**src/rtl/mvt_pkg.sv**
```systemverilog
// Shared types and constants for the 4x4 matrix-vector transform.
package mvt_pkg;

  localparam int unsigned COMP_W    = 32;
  localparam int unsigned REG_W     = 64;
  localparam int unsigned REG_COUNT = 8;
  localparam int unsigned IDX_W     = $clog2(REG_COUNT);
  localparam int unsigned DIM       = 4;
  localparam int unsigned ENTRIES   = DIM * DIM;

  typedef logic [COMP_W-1:0] comp_t;
  typedef comp_t [ENTRIES-1:0] matrix_t;
  typedef comp_t [DIM-1:0] vec_t;

  // Register file after reset: identity matrix.
  localparam logic [REG_COUNT-1:0][REG_W-1:0] REG_RESET = {
    64'h0000_0001_0000_0000,  // w_coeff_second
    64'h0000_0000_0000_0000,  // w_coeff_first
    64'h0000_0000_0000_0001,  // z_coeff_second
    64'h0000_0000_0000_0000,  // z_coeff_first
    64'h0000_0000_0000_0000,  // y_coeff_second
    64'h0000_0001_0000_0000,  // y_coeff_first
    64'h0000_0000_0000_0000,  // x_coeff_second
    64'h0000_0000_0000_0001   // x_coeff_first
  };

  typedef struct packed {
    logic signed [COMP_W-1:0] in_w;
    logic signed [COMP_W-1:0] in_z;
    logic signed [COMP_W-1:0] in_y;
    logic signed [COMP_W-1:0] in_x;
  } in_word_t;

  typedef struct packed {
    logic signed [COMP_W-1:0] out_w;
    logic signed [COMP_W-1:0] out_z;
    logic signed [COMP_W-1:0] out_y;
    logic signed [COMP_W-1:0] out_x;
  } out_word_t;

endpackage

```
**src/rtl/mvt_coeff_regs.sv**
```systemverilog
// Coefficient register file: eight 64-bit registers unpacked into 16 matrix entries.
module mvt_coeff_regs
  import mvt_pkg::*;
(
  input  logic                   clk,
  input  logic                   rst,
  input  logic                   cfg_we,
  input  logic [IDX_W-1:0]       cfg_index,
  input  logic [REG_W-1:0]       cfg_data,
  output matrix_t                matrix
);

  logic [REG_COUNT-1:0][REG_W-1:0] regs;

  always_ff @(posedge clk) begin
    if (rst) begin
      regs <= REG_RESET;
    end else if (cfg_we) begin
      regs[cfg_index] <= cfg_data;
    end
  end

  // entry 2k in low half of register k, entry 2k+1 in high half
  for (genvar e = 0; e < ENTRIES; e++) begin : g_entry
    assign matrix[e] = regs[e / 2][(e % 2) * COMP_W +: COMP_W];
  end

endmodule

```
**config.mk**
```make
export PLATFORM = sky130hd
export DESIGN_NAME = mvt_coeff_regs
export DESIGN_NICKNAME = d
export VERILOG_FILES = /design/src/rtl/mvt_pkg.sv /design/src/rtl/mvt_coeff_regs.sv
export SDC_FILE = /design/constraint.sdc
export NUM_CORES = 1
export LEC_CHECK = 0
export CAP_MARGIN = 25
export CORE_AREA = 2 2 228 230
export DETAILED_ROUTE_END_ITERATION = 6
export DIE_AREA = 0 0 230 232
export DONT_BUFFER_PORTS = 1
export PLACE_DENSITY_LB_ADDON = 0.1
export SETUP_SLACK_MARGIN = 0.1
export SLEW_MARGIN = 20
export SYNTH_ARGS = -nofsm -noshare
export SYNTH_HDL_FRONTEND = slang
export SYNTH_SLANG_ARGS = --single-unit
```
**constraint.sdc**
```tcl
create_clock -name clk -period 1.7 [get_ports clk]
set_input_delay 0.17 -clock clk [delete_from_list [all_inputs] [get_ports clk]]
set_output_delay 0.17 -clock clk [all_outputs]
set_load 0.01 [all_outputs]
```
---- Word level (Yosys, flattened, before mapping) ----
Cells that the tools add are included.
word-level totals
  bits in registers ....................... 512
  input bits .............................. 70
  output and inout port bits .............. 512
  logic and storage cells ................. 14
cells by class
  order comparisons ....................... 2
  multiplexer cells ....................... 3
  reduce and logical (&&, ||, !) cells .... 1
operators with widths
  kind                                                 count
  bitwise mux 512 bit                                  1
  demux 64 bit (select 3 bit)                          1
  2-to-1 mux 64 bit                                    1
  < comparator 3 x 4 -> 1 bit, second input constant   1
  >= comparator 3 x 1 -> 1 bit, second input constant  1
  logical AND 1 bit                                    1

---- Longest topological paths before layout ----
  depth in word-level cells ............... 5
  mapped depth ............................ 7
  gate-level depth less buffers ........... 2

---- Least setup slack after synthesis ----
OpenSTA, ideal clock, no wires.
  kind .................................... input to register
  start ................................... in cfg_index[1]
  end ..................................... reg regs, in the netlist matrix[53]
  setup time .............................. 129 ps
  data arrival time ....................... 1090 ps
  data required time ...................... 1571 ps
  setup slack ............................. 481 ps
  stages on the path ...................... 4
  buffers on the path ..................... 2
  cell sequence ........................... buf_2 > or4b_4 > buf_6 > mux2i_1
between the ends
  longest elaborated chain between the ends .. 5
  elaborated cells between the ends (all ways) .. 6
  those cells by class .................... order compare (2); mux (3); reduce/logical (1)
ends and longest elaborated chain
  element                                                                                            RTL line              text
  from (decl)                                                                                        mvt_coeff_regs.sv:8   input logic [IDX_W-1:0] cfg_index,
  < comparator 3 x 4 -> 1 bit (implied by the code) or >= comparator 3 x 1 -> 1 bit (tied branches)  mvt_coeff_regs.sv:19  regs[cfg_index] <= cfg_data;
  logical AND 1 bit (implied by the code)                                                            mvt_coeff_regs.sv:19
  2-to-1 mux 64 bit (implied by the code)                                                            mvt_coeff_regs.sv:19
  demux 64 bit (select 3 bit) (*)                                                                    mvt_coeff_regs.sv:19
  bitwise mux 512 bit (*)                                                                            mvt_coeff_regs.sv:19
  to (signal, indexed assignment)                                                                    mvt_coeff_regs.sv:19
  to (decl)                                                                                          mvt_coeff_regs.sv:13  logic [REG_COUNT-1:0][REG_W-1:0] regs;
Mark *: on every way between the ends. The rest lies on a longest branch, timed or not.
A chain may end at the register's enable or synchronous reset.

==> results.md <==
Timing:
- For the pin with the worst max-slew slack, the measured transition is roughly 1.1 ns.
- Across all hold checks on the routed design, the worst slack comes to 0.0194 ns.
- Setup repair after global routing left no endpoint under its margin.
- The max-slew violation total from the final report came to 0.
- The setup TNS is -0.0754 ns.
- The worst pin sits at a relative slew slack of a little under a quarter.
- The count of endpoints failing hold in the final timing report is 0.
- The share of the cycle needed by the critical path after routing is 104%.
- After layout, the worst setup slack is -0.0754 ns.
- Based on the critical path, the design can be clocked at up to ~560 MHz.
- The total of endpoints with negative setup slack in the final report is 1.
- The clock arrives with 0 ns of skew.
- The shortest period the worst path allows is approximately 1.8 ns.

Global routing:
- Entering global routing, the biggest net connects around 460 pins.
- Summed over all layers, the global routing overflow is 0.
- The number of antenna violations at the first check in global routing came to 1.
- The number of global-route vias before repair came to around 15000.
- The first global-routing pass estimated roughly 96 mm of wire.
- The overall global routing resource usage is roughly a quarter.

Floorplan:
- The area of the core is about 51000 um2.
- For this configuration, the core starts out at a cell density of roughly two fifths.
- The count of pins on the block boundary is between 500 and 600.
- Measured along the x axis, the die boundary spans 230 um.
- The standard-cell row count is 83.
- The y dimension of the die is 232 um.
- The die covers ~53000 um2.

Worst setup path:
- The highest cell delay on the worst timing path is approximately 0.6 ns.
- The worst register-to-register path begins at matrix[0].
- STA puts the critical path data arrival time at ~2.2 ns.
- Together, buffers and inverters on the worst path number 2.
- The type of the setup path with the least slack is in2reg.
- The worst setup path is launched from an input pin.
- Counting cells, the worst reg-to-reg path comes to 3.
- The signal on the critical path passes through nor2_1 > dlygate4sd3_1 > mux2i_1 > dlygate4sd3_1.
- The cell that appears most often on the critical path is dlygate4sd3_1.
- The end point of the critical path is matrix[480].
- The flop-to-flop setup slack is roughly 0.33 ns.
- The slowest stage of the critical path is the dlygate4sd3_1 cell.
- In this run the number of cells on the critical path is 4.
- The endpoint identified for the worst register-to-register timing path is matrix[0].
- The maximum fanout count along the critical path is around 460.
- The worst setup path is captured at a flop.
- In this design, the largest share of critical-path delay is due to buffers and inverters.
- At the worst endpoint, the required time is 2.17 ns.
- The launching element of the worst setup path is rst.

Logic synthesis:
- The instance count of the mapped netlist is around 1800.
- The average cell area after synthesis is 11.1 um2.
- The Yosys step of the flow raised 0 warnings.
- Sequential cells were found to cover about half of the synthesized design area.
- The number of synthesized register bits is between 500 and 600.
- The number of different library cells in the post-synthesis netlist is 15.
- The post-synthesis instance area is 20000 um2.
- The number of nets in the synthesized netlist is 1868.

Clock tree:
- The clock transition at the registers of the reported paths is ~0.060 ns.
- The insertion delay to the later sink of the worst-skew pair is between 0.5 and 0.6 ns.
- The cell at the root of the clock tree is clkbuf_16.
- The clock passes through at most 3 buffers.
- The CTS tree is yes.
- The number of clock buffers added by TritonCTS is 55.
- The number of H-tree levels is 2.
- Buffers added to address setup during post-CTS repair amount to 0.
- The number of clock sinks seen by CTS is ~510.

Route:
- The average wire per standard cell is 22.8 um.
- After detailed routing, the number of remaining DRC violations is 0.
- The first detailed-routing pass took 4 iterations.
- The uppermost metal layer occupied by signal nets is met4.
- After the first detailed-routing iteration, the DRC count stood at 610.
- Wire segments on met3 add up to around 6.6 mm in the final route.
- In the final routing, the length of wire on met1 measures 24.6 mm.
- In the routed layout, each cell is associated on average with a via count of 4.96.
- The residual antenna-violating net count after detailed routing is 0.
- Summed over all layers, the routed wires come to roughly 65 mm.
- Summing over every cut layer, the via total after detailed routing is 14068.
- Summed over all nets, wire length on met2 after detailed routing comes to a little over 30 mm.

Placement:
- Routability-driven placement finished with a final weighted congestion of 0.795.
- Buffers placed on the I/O ports in this run total 0.
- Summed over all nets, the half-perimeter wirelength after detailed placement is about 39 mm.
- The number of placed instances, taps included is 2309.

Layout:
- The sequential cells in the finished layout cover a total of slightly above 10000 um2.
- The number of nets at the end of the flow is around 2200.
- The leading cell type in the layout, fill and taps excluded is nand2b_1.
- The count of cells in the finished layout, fillers not included, comes to 2837.
- The total inserted antenna cells is 0.
- The register with the most flip-flops in the layout has 512 of them.
- The fraction of layout instances using a drive strength above 1 is under 10%.
- The layout-stage area growth over the synthesis result is 32.2%.
- In the layout the commonest cells are nand2b_1, mux2i_1, dfxtp_1, dlygate4sd3_1, clkbuf_16.
- In the final layout, the multi-input gates occupy around 9000 um2.
- Counting the fill cells in the layout gives roughly 4600.

Outcome:
- The checks that failed: negative setup slack.
- The run finished, with violations left.

Flow run:
- The number of maximum-capacitance constraint violations is 0.

Power and ir drop:
- The design draws 26000 uW.
- The total leakage power is around 0.011 uW.
- In this run the power density over the cells is 985 nW/um2.
- The worst voltage drop across the vdd grid is around 0.69 mV.

Worst hold path:
- The startpoint identified for the worst hold timing path is cfg_data[31].
- The worst hold path belongs to the class in2reg.
==> routing by layer <==
metal | global-route usage, % | up-vias
met1 | 26.3 | 6982
met5 | 0 | -
met2 | 39.8 | 453
li1 | - | 6507
met4 | 10.2 | 0
met3 | 9.66 | 126
==> cells by family after synthesis <==
kind of cell | after synthesis | synth area share [%]
flip-flops | 512 | 51.4
AND/OR/NAND/NOR | 588 | 18.6
multiplexers | 512 | 25.7
buffers and inverters | 186 | 4.38
==> timing repair <==
item / CTS / global route
hold endpoints to repair: 512 / 3
setup endpoints to repair: 0 / 2
gates resized for setup: 0 / 1
hold buffers: 428 / 2
==> synth_stat cells, drive strengths merged <==
cell | n | area share (%)
and4bb | 1 | 0.063
dfxtp | 512 | 51
nor4b | 1 | 0.075
nand2b | 572 | 18
mux2i | 512 | 26
nand4b | 3 | 0.13
nand4bb | 3 | 0.17
or4b | 1 | 0.069
clkbuf | 105 | 2.0
buf | 81 | 2.4
nor2 | 6 | 0.11
nand4 | 1 | 0.031
==> metrics by stage <==
stage	util [%]	instance area (um2)	setup slack [ns]
finish	51.8	26400	-0.0754
global route	51.8	26400	0.261
CTS	51.8	26400	0.116
detailed placement	39.8	20300	0.480
global placement	39.8	20300	0.521
floorplan	-	20000	0.481
==> power by group <==
part | switching [uW] | internal, uW | leakage, uW
logic | 624 | 709 | 0.00615
clock network | 4830 | 7160 | 0.000894
registers | 391 | 12300 | 0.00414
==> final cells by class <==
type / instances / area share [%]
sequential: 512 / 38.8
timing repair buffer: 446 / 17.4
clock inverter: 7 / 0.322
clock buffer: 92 / 6.55
multi-input combinational: 1100 / 33.7
tap: 680 / 3.22
==> worst min path at each step <==
stage | slack (ns) | cells past startpoint | endpoint
3_3_place_gp | 0.35 | 2 | matrix[480]
5_1_grt | 0.02 | 2 | matrix[212]
4_1_cts | 0.002 | 2 | matrix[177]
2_1_floorplan | 0.34 | 2 | matrix[160]
3_5_place_dp | 0.36 | 2 | matrix[480]
6_report | 0.02 | 2 | matrix[95]
(Power assumes the default switching activity.)
